<file path="src/sv/lmr_pkg.sv">
`timescale 1ns / 1ps

package lmr_pkg;

    localparam int MAX_MEMBERS_DEF = 64;

    localparam int IDX_W     = 6;
    localparam int CNT_W     = 7;
    localparam int CFG_IDX_W = 2;
    localparam int CFG_DAT_W = 7;

    localparam logic [CFG_IDX_W-1:0] CFG_MEMBER_COUNT = 2'd0;
    localparam logic [CFG_IDX_W-1:0] CFG_START_INDEX  = 2'd1;
    localparam logic [CFG_IDX_W-1:0] CFG_PICK_MODE    = 2'd2;

    localparam logic [CNT_W-1:0] COUNT_RST = 7'd64;
    localparam logic [IDX_W-1:0] START_RST = 6'd0;

    localparam logic MODE_FIRST_LIVING = 1'b0;
    localparam logic MODE_NEXT_LIVING  = 1'b1;

    typedef enum logic [1:0] {
        ST_IDLE,
        ST_SCAN,
        ST_EMIT
    } state_t;

    typedef struct packed {
        logic             load;
        logic             step;
        logic [IDX_W-1:0] first;
    } scan_ctrl_t;

    typedef struct packed {
        logic [IDX_W-1:0] cand;
        logic             last;
    } scan_stat_t;

endpackage

</file>
<file path="src/sv/lmr_scan.sv">
`timescale 1ns / 1ps

// Candidate walker: one member per step, wraps at the member count,
// flags the final candidate of a full pass.
module lmr_scan
(
    input  logic                          clk,
    input  logic                          rst_n,
    input  lmr_pkg::scan_ctrl_t           ctrl,
    input  logic [lmr_pkg::CNT_W-1:0]     count,
    output lmr_pkg::scan_stat_t           stat
);

    logic [lmr_pkg::IDX_W-1:0] cand_reg;
    logic [lmr_pkg::IDX_W-1:0] cand_next;
    logic [lmr_pkg::CNT_W-1:0] left_reg;
    logic [lmr_pkg::CNT_W-1:0] left_next;
    logic [lmr_pkg::CNT_W-1:0] cand_inc;

    assign cand_inc = {1'b0, cand_reg} + lmr_pkg::CNT_W'(1);

    always_comb
    begin
        cand_next = cand_reg;
        left_next = left_reg;
        if (ctrl.load)
        begin
            cand_next = ctrl.first;
            left_next = count;
        end
        else if (ctrl.step)
        begin
            cand_next = (cand_inc == count) ? '0 : cand_inc[lmr_pkg::IDX_W-1:0];
            left_next = left_reg - lmr_pkg::CNT_W'(1);
        end
    end

    always_ff @(posedge clk or negedge rst_n)
    begin
        if (!rst_n)
        begin
            cand_reg <= '0;
            left_reg <= '0;
        end
        else
        begin
            cand_reg <= cand_next;
            left_reg <= left_next;
        end
    end

    assign stat.cand = cand_reg;
    assign stat.last = (left_reg == lmr_pkg::CNT_W'(1));

endmodule

</file>
<file path="src/sv/living_member_reselector.sv">
`timescale 1ns / 1ps

// Channel   Direction  Handshake          Payload
// in        input      in_valid/in_stall  member_index
// out       output     out_valid/out_stall selected_index, selection_changed,
//                                         none_alive, bad_index
// cfg       input      cfg_we             cfg_index, cfg_data
//
// An item that does not kill the selected member goes from idle to emit, and
// emit loads its result into the output register. Killing the selected member
// starts a search through the candidate walker, one member per cycle, until a
// living member is found or a full pass over member_count members finds none,
// and emit then loads that result into the output register.
// A new item is taken once the previous result is in the output register;
// while out_stall holds that register full, the next result waits in emit.
// Reset is asynchronous; the state is usable right after it, with no sweep.
module living_member_reselector
#(
    parameter int MAX_MEMBERS = lmr_pkg::MAX_MEMBERS_DEF
)
(
    input  logic                              clk,
    input  logic                              rst_n,

    input  logic                              in_valid,
    output logic                              in_stall,
    input  logic [lmr_pkg::IDX_W-1:0]         member_index,

    output logic                              out_valid,
    input  logic                              out_stall,
    output logic [lmr_pkg::IDX_W-1:0]         selected_index,
    output logic                              selection_changed,
    output logic                              none_alive,
    output logic                              bad_index,

    input  logic                              cfg_we,
    input  logic [lmr_pkg::CFG_IDX_W-1:0]     cfg_index,
    input  logic [lmr_pkg::CFG_DAT_W-1:0]     cfg_data
);

    localparam int MASK_AW = (MAX_MEMBERS > 1) ? $clog2(MAX_MEMBERS) : 1;
    localparam logic [lmr_pkg::CNT_W-1:0] MAX_N = lmr_pkg::CNT_W'(MAX_MEMBERS);

    lmr_pkg::state_t state_reg;
    lmr_pkg::state_t state_next;

    logic [lmr_pkg::CNT_W-1:0] count_reg;
    logic [lmr_pkg::IDX_W-1:0] start_reg;
    logic                      mode_reg;

    logic [MAX_MEMBERS-1:0]    mask_reg;
    logic [MAX_MEMBERS-1:0]    mask_next;
    logic [lmr_pkg::IDX_W-1:0] sel_reg;
    logic [lmr_pkg::IDX_W-1:0] sel_next;

    logic res_changed_reg;
    logic res_changed_next;
    logic res_none_reg;
    logic res_none_next;
    logic res_bad_reg;
    logic res_bad_next;

    logic                      out_valid_reg;
    logic [lmr_pkg::IDX_W-1:0] out_sel_reg;
    logic                      out_changed_reg;
    logic                      out_none_reg;
    logic                      out_bad_reg;

    logic [lmr_pkg::CNT_W-1:0] n_eff;
    logic                      in_xfer;
    logic                      idx_bad;
    logic                      idx_hits_sel;
    logic                      cand_dead;
    logic                      emit_fire;
    logic [lmr_pkg::CNT_W-1:0] sel_inc;

    // config write: new register values and the selection they load
    logic [lmr_pkg::CNT_W-1:0] cfg_count;
    logic [lmr_pkg::IDX_W-1:0] cfg_start;
    logic [lmr_pkg::CNT_W-1:0] cfg_n;
    logic                      cfg_hit;

    lmr_pkg::scan_ctrl_t scan_ctrl;
    lmr_pkg::scan_stat_t scan_stat;

    lmr_scan u_scan
    (
        .clk   (clk),
        .rst_n (rst_n),
        .ctrl  (scan_ctrl),
        .count (n_eff),
        .stat  (scan_stat)
    );

    assign n_eff = (count_reg == '0) ? lmr_pkg::CNT_W'(1) :
                   (count_reg > MAX_N) ? MAX_N : count_reg;

    assign in_xfer      = in_valid && !in_stall;
    assign idx_bad      = ({1'b0, member_index} >= n_eff);
    assign idx_hits_sel = (member_index == sel_reg);
    assign cand_dead    = mask_reg[scan_stat.cand[MASK_AW-1:0]];
    assign sel_inc      = {1'b0, sel_reg} + lmr_pkg::CNT_W'(1);

    assign cfg_hit   = cfg_we && (cfg_index == lmr_pkg::CFG_MEMBER_COUNT ||
                                  cfg_index == lmr_pkg::CFG_START_INDEX ||
                                  cfg_index == lmr_pkg::CFG_PICK_MODE);
    assign cfg_count = (cfg_index == lmr_pkg::CFG_MEMBER_COUNT) ? cfg_data : count_reg;
    assign cfg_start = (cfg_index == lmr_pkg::CFG_START_INDEX) ?
                       cfg_data[lmr_pkg::IDX_W-1:0] : start_reg;
    assign cfg_n     = (cfg_count == '0) ? lmr_pkg::CNT_W'(1) :
                       (cfg_count > MAX_N) ? MAX_N : cfg_count;

    // next state
    always_comb
    begin
        state_next = state_reg;
        case (state_reg)
            lmr_pkg::ST_IDLE:
            begin
                if (in_xfer)
                begin
                    if (!idx_bad && idx_hits_sel)
                        state_next = lmr_pkg::ST_SCAN;
                    else
                        state_next = lmr_pkg::ST_EMIT;
                end
            end
            lmr_pkg::ST_SCAN:
            begin
                if (!cand_dead || scan_stat.last)
                    state_next = lmr_pkg::ST_EMIT;
            end
            lmr_pkg::ST_EMIT:
            begin
                if (emit_fire)
                    state_next = lmr_pkg::ST_IDLE;
            end
            default:
                state_next = lmr_pkg::ST_IDLE;
        endcase
    end

    // FSM outputs
    always_comb
    begin
        in_stall        = (state_reg != lmr_pkg::ST_IDLE);
        emit_fire       = (state_reg == lmr_pkg::ST_EMIT) && (!out_valid_reg || !out_stall);
        scan_ctrl.load  = (state_reg == lmr_pkg::ST_IDLE) && in_valid;
        scan_ctrl.step  = (state_reg == lmr_pkg::ST_SCAN) && cand_dead && !scan_stat.last;
        scan_ctrl.first = '0;
        if (mode_reg == lmr_pkg::MODE_NEXT_LIVING)
            scan_ctrl.first = (sel_inc == n_eff) ? '0 : sel_inc[lmr_pkg::IDX_W-1:0];
    end

    // selection, mask and pending result
    always_comb
    begin
        mask_next        = mask_reg;
        sel_next         = sel_reg;
        res_changed_next = res_changed_reg;
        res_none_next    = res_none_reg;
        res_bad_next     = res_bad_reg;
        if (cfg_hit)
        begin
            mask_next = '0;
            sel_next  = ({1'b0, cfg_start} < cfg_n) ? cfg_start :
                        lmr_pkg::IDX_W'(cfg_n - lmr_pkg::CNT_W'(1));
        end
        else if (in_xfer)
        begin
            res_changed_next = 1'b0;
            res_none_next    = 1'b0;
            res_bad_next     = idx_bad;
            if (!idx_bad)
                mask_next = mask_reg | (MAX_MEMBERS'(1) << member_index[MASK_AW-1:0]);
        end
        else if (state_reg == lmr_pkg::ST_SCAN)
        begin
            if (!cand_dead)
            begin
                sel_next         = scan_stat.cand;
                res_changed_next = 1'b1;
            end
            else if (scan_stat.last)
                res_none_next = 1'b1;
        end
    end

    always_ff @(posedge clk or negedge rst_n)
    begin
        if (!rst_n)
        begin
            state_reg     <= lmr_pkg::ST_IDLE;
            count_reg     <= lmr_pkg::COUNT_RST;
            start_reg     <= lmr_pkg::START_RST;
            mode_reg      <= lmr_pkg::MODE_FIRST_LIVING;
            mask_reg      <= '0;
            sel_reg       <= '0;
            out_valid_reg <= 1'b0;
        end
        else
        begin
            state_reg <= state_next;
            mask_reg  <= mask_next;
            sel_reg   <= sel_next;
            if (cfg_we)
            begin
                case (cfg_index)
                    lmr_pkg::CFG_MEMBER_COUNT: count_reg <= cfg_data;
                    lmr_pkg::CFG_START_INDEX:  start_reg <= cfg_data[lmr_pkg::IDX_W-1:0];
                    lmr_pkg::CFG_PICK_MODE:    mode_reg  <= cfg_data[0];
                    default:                   ;
                endcase
            end
            if (emit_fire)
                out_valid_reg <= 1'b1;
            else if (!out_stall)
                out_valid_reg <= 1'b0;
        end
    end

    always_ff @(posedge clk)
    begin
        res_changed_reg <= res_changed_next;
        res_none_reg    <= res_none_next;
        res_bad_reg     <= res_bad_next;
        if (emit_fire)
        begin
            out_sel_reg     <= sel_reg;
            out_changed_reg <= res_changed_reg;
            out_none_reg    <= res_none_reg;
            out_bad_reg     <= res_bad_reg;
        end
    end

    assign out_valid         = out_valid_reg;
    assign selected_index    = out_sel_reg;
    assign selection_changed = out_changed_reg;
    assign none_alive        = out_none_reg;
    assign bad_index         = out_bad_reg;

endmodule

</file>
<file path="config.mk">
export PLATFORM = sky130hd
export DESIGN_NAME = living_member_reselector
export DESIGN_NICKNAME = d
export VERILOG_FILES = /design/src/sv/lmr_pkg.sv /design/src/sv/lmr_scan.sv /design/src/sv/living_member_reselector.sv
export SDC_FILE = /design/constraint.sdc
export NUM_CORES = 1
export LEC_CHECK = 0
export ABC_AREA = 1
export BUFFER_PORTS_ARGS = -buffer_cell sky130_fd_sc_hd__buf_4
export CAP_MARGIN = 20
export CORE_MARGIN = 2
export CORE_UTILIZATION = 45
export CTS_CLUSTER_DIAMETER = 50
export DETAILED_ROUTE_END_ITERATION = 6
export GPL_TIMING_DRIVEN = 0
export PLACE_DENSITY = 0.66
export SYNTH_ARGS = -nofsm -noshare
export SYNTH_HDL_FRONTEND = slang
export SYNTH_SLANG_ARGS = --single-unit
</file>
<file path="constraint.sdc">
create_clock -name clk -period 5.5 [get_ports clk]
set_input_delay 1.1 -clock clk [delete_from_list [all_inputs] [get_ports clk]]
set_output_delay 1.1 -clock clk [all_outputs]
set_load 0.03 [all_outputs]
</file>
==> summary.md <==
| Metric | Value |
|---|---|
| # diodes | `0` |
| YS warnings | `0` |
| Clk buf depth | `2` |
| Chip width | `between 100 and 150 um` |
| Post-synth EDFFs | `12` |
| Hold path depth | `0` |
| Number of setup buffers added after CTS | `0` |
| Startpoint Class | `register` |
| Layout cells sized above 1 | `9.35%` |
| Top cells by count, synth | `nand2_1 (196), nor2_1 (142), dfrtp_1 (99)` |
| Average via count per standard cell | `5.53` |
| DR pass1 iterations | `6` |
| # H-tree levels | `3` |
| Root buf cell | `clkbuf_16` |
| Syn_nets | `between 900 and 1000` |
| Hold buffer count at cts | `0` |
| Outcome | `complete, no violations` |
| Routed Antenna Nets | `0` |
| F_max | `0.334 GHz` |
| #FFs+latches synth | `112` |
| Num CTS Buffers | `9` |
| Worst r2r dst | `mask_reg[61]` |
| Initial antenna violation count | `0` |
| Worst-margin pin slew | `1.06 ns` |
| Clock-pin slew on the worst setup and hold paths | `0.08 ns` |
| Fin nets | `1026` |
| Final TNS setup | `0 ns` |
| Register area | `2860 um^2` |
| I/O Pins | `31` |
| Max reg flops | `64` |
| Max Slew Vio Count | `0` |
| Async S/R FF share, synth | `89.3%` |
| # setup viols final | `0` |
| Die area | `16300 um^2` |
| Hold Startpoint | `res_changed_reg` |
| RSZ-0062 raised after global routing | `no` |
| Syn Area/Cell | `7.24 um^2` |
| Pwr dens | `406 nW/um^2` |
| Max Cap Viol | `0` |
| Total grt overflow | `0` |
| Layout Skew | `around 0.014 ns` |
| Clock latency on the worst-skew pair | `approximately 0.36 ns` |
| Port bufs | `29` |
| Vias | `6545` |
| Initial DRC Count | `800` |
| Routed len/inst | `16.6 um` |
| Largest net degree at the start of global routing | `67` |
| Worst Path Max Fanout | `10` |
| Area growth from synthesis to layout | `11.3%` |
| Tcrit/Tclk final | `54.4%` |
| Post-CTS resize count | `0` |
| Count leader, synth | `nand2_1` |
| Worst Setup Path Type | `reg2reg` |
| Min-delay worst type | `reg2reg` |
| Dominant cells by area after synthesis | `dfrtp_1 (36%), nand2_1 (11%), nor2_1 (7.8%)` |
| Post-Syn Instances | `949` |
| Worst Path Required | `approximately 5.8 ns` |
| Critical path arrival | `about 3.3 ns` |
| Total Routing Usage GR | `24.8%` |
| Final hold violations | `0` |
| Ys flop type | `dfrtp_1` |
| Min cycle time layout | `2.99 ns` |
| Dpl cells | `about 1200` |
| Vias in the first global route | `~6100` |
| Final WL | `19.6 mm` |
| Post-synthesis sequential area ratio | `about two fifths` |
| Synth cell types | `42` |
| Area of the multi-input gates | `between 3000 and 4000 um^2` |
| Synth area leader | `dfrtp_1` |
| RR Startpoint | `count_reg[1]` |
| Worst slew margin | `29.3%` |
| Synth top area share | `36.1%` |
| Crit end category | `register` |
| Initial Util | `a little under half` |
| First-pass GRT wire length | `around 32 mm` |
| Drt drc | `0` |
| Core Area | `15000 um^2` |
| Reg2Reg Setup Slack | `about 2.5 ns` |
| IR drop worst, VDD | `210 uV` |
| Final std cells w/o fill | `1183` |
| FF-to-FF path depth | `13` |
| Synth Cell Area | `a little under 7000 um^2` |
| CTS Sinks | `112` |
| FILL cells | `around 1500` |
| Die Ht | `128 um` |
| Num rows | `45` |
| Leakage Power | `~3.5 nW` |
| Hold endpoint | `selection_changed` |
| CTS tree | `yes` |
| RePlAce Congestion | `0.985` |
| HPWL after detailed placement | `14.5 mm` |
## cell families (layout without fill, tap and decap cells)
group                      count (synthesis)  after routing  share of synthesized area [%]
xor gates and xnor gates                  27             27                           3.44
AOI/OAI and AO/OA                        188            188                           14.2
adders and majority gates                 16             16                           2.91
and+or+nand+nor                          462            462                           29.3
buffers and inverters                    144            190                           8.50
DFF                                      112            112                           41.7
## through the flow
step / utilization (%) / hold WS [ns] / setup WS [ns] / total power, W / cell area, um^2
final: 50.9 / 0.420 / 2.51 / 0.00310 / 7650
after global routing: 50.9 / 0.435 / 2.21 / 0.00331 / 7650
after CTS: 50.9 / 0.422 / 2.53 / 0.00309 / 7650
after detailed placement: 48.9 / 0.405 / 2.16 / 0.00243 / 7350
after global placement: 48.7 / 0.400 / 2.24 / 0.00242 / 7320
after floorplan: - / 0.400 / 2.66 / 0.00203 / 6870
## placed cells by master, fill, tap and decap left out, types with 2 or more instances in the layout
master	Yosys	layout
nor2_4	2	2
nand2_2	5	5
o211ai_1	2	2
nor3_1	9	9
nand2_4	3	3
buf_1	3	3
ha_1	16	16
nand3_1	63	63
nand3b_1	3	3
o21ai_0	64	64
edfxtp_1	12	12
clkbuf_1	22	23
o21a_1	3	3
nand4_1	30	30
a21oi_1	98	98
xor2_1	20	20
o21ai_1	14	14
xnor2_1	7	7
nand3_2	3	3
clkbuf_16	0	9
buf_2	16	16
dfrtp_1	99	99
nor2_1	142	142
buf_6	2	2
nor2_2	2	2
nand2_1	196	196
inv_1	90	90
buf_4	2	31
inv_2	7	7
## cell type report
| type | count | area share (%) |
|---|---|---|
| Buffer | 46 | 2.83 |
| Clock buffer | 10 | 2.99 |
| Clock inverter | 6 | 0.867 |
| Inverter | 98 | 4.81 |
| Multi-Input combinational cell | 693 | 44.8 |
| Sequential cell | 112 | 37.5 |
| Tap cell | 188 | 3.08 |
| Timing Repair Buffer | 30 | 3.21 |
## power by group
part           switching, W  total (W)  leakage (nW)  internal [W]
registers          0.000112    0.00108          1.45      0.000972
logic              0.000909    0.00135          1.94      0.000442
clock network      0.000312   0.000667         0.143      0.000356
total               0.00133    0.00310          3.53       0.00177
## metal layers
metal | up-vias | wire, um | track usage (%)
met1 | 3056 | 9130 | 36.3
met4 | 0 | 425 | 8.40
li1 | 3190 | - | -
met5 | - | 0 | 0
met3 | 33 | 1400 | 4.69
met2 | 266 | 8630 | 37.1
## worst max-delay path: stages (launching register included)
cell and delay [ns]:
dfrtp_1 0.48, nor2_1 0.13, nand3_1 0.09, nand2_1 0.14
nand2_1 0.17, ha_1 0.33, inv_1 0.06, nor2_1 0.04
a22oi_1 0.16, o211ai_1 0.21, nor2_2 0.44, buf_2 0.34
nand4_1 0.15, a21oi_1 0.16
## worst max path at each step
stage / startpoint / to / cells after the start
2_1_floorplan: cfg_index[0] / sel_reg[4] / 17
3_3_place_gp: cfg_index[1] / sel_reg[5] / 14
3_5_place_dp: cfg_index[1] / sel_reg[0] / 14
4_1_cts: cfg_index[1] / sel_reg[0] / 14
5_1_grt: cfg_index[1] / sel_reg[4] / 15
6_report: count_reg[1] / mask_reg[61] / 13
Power figures use the tool's default switching activity.
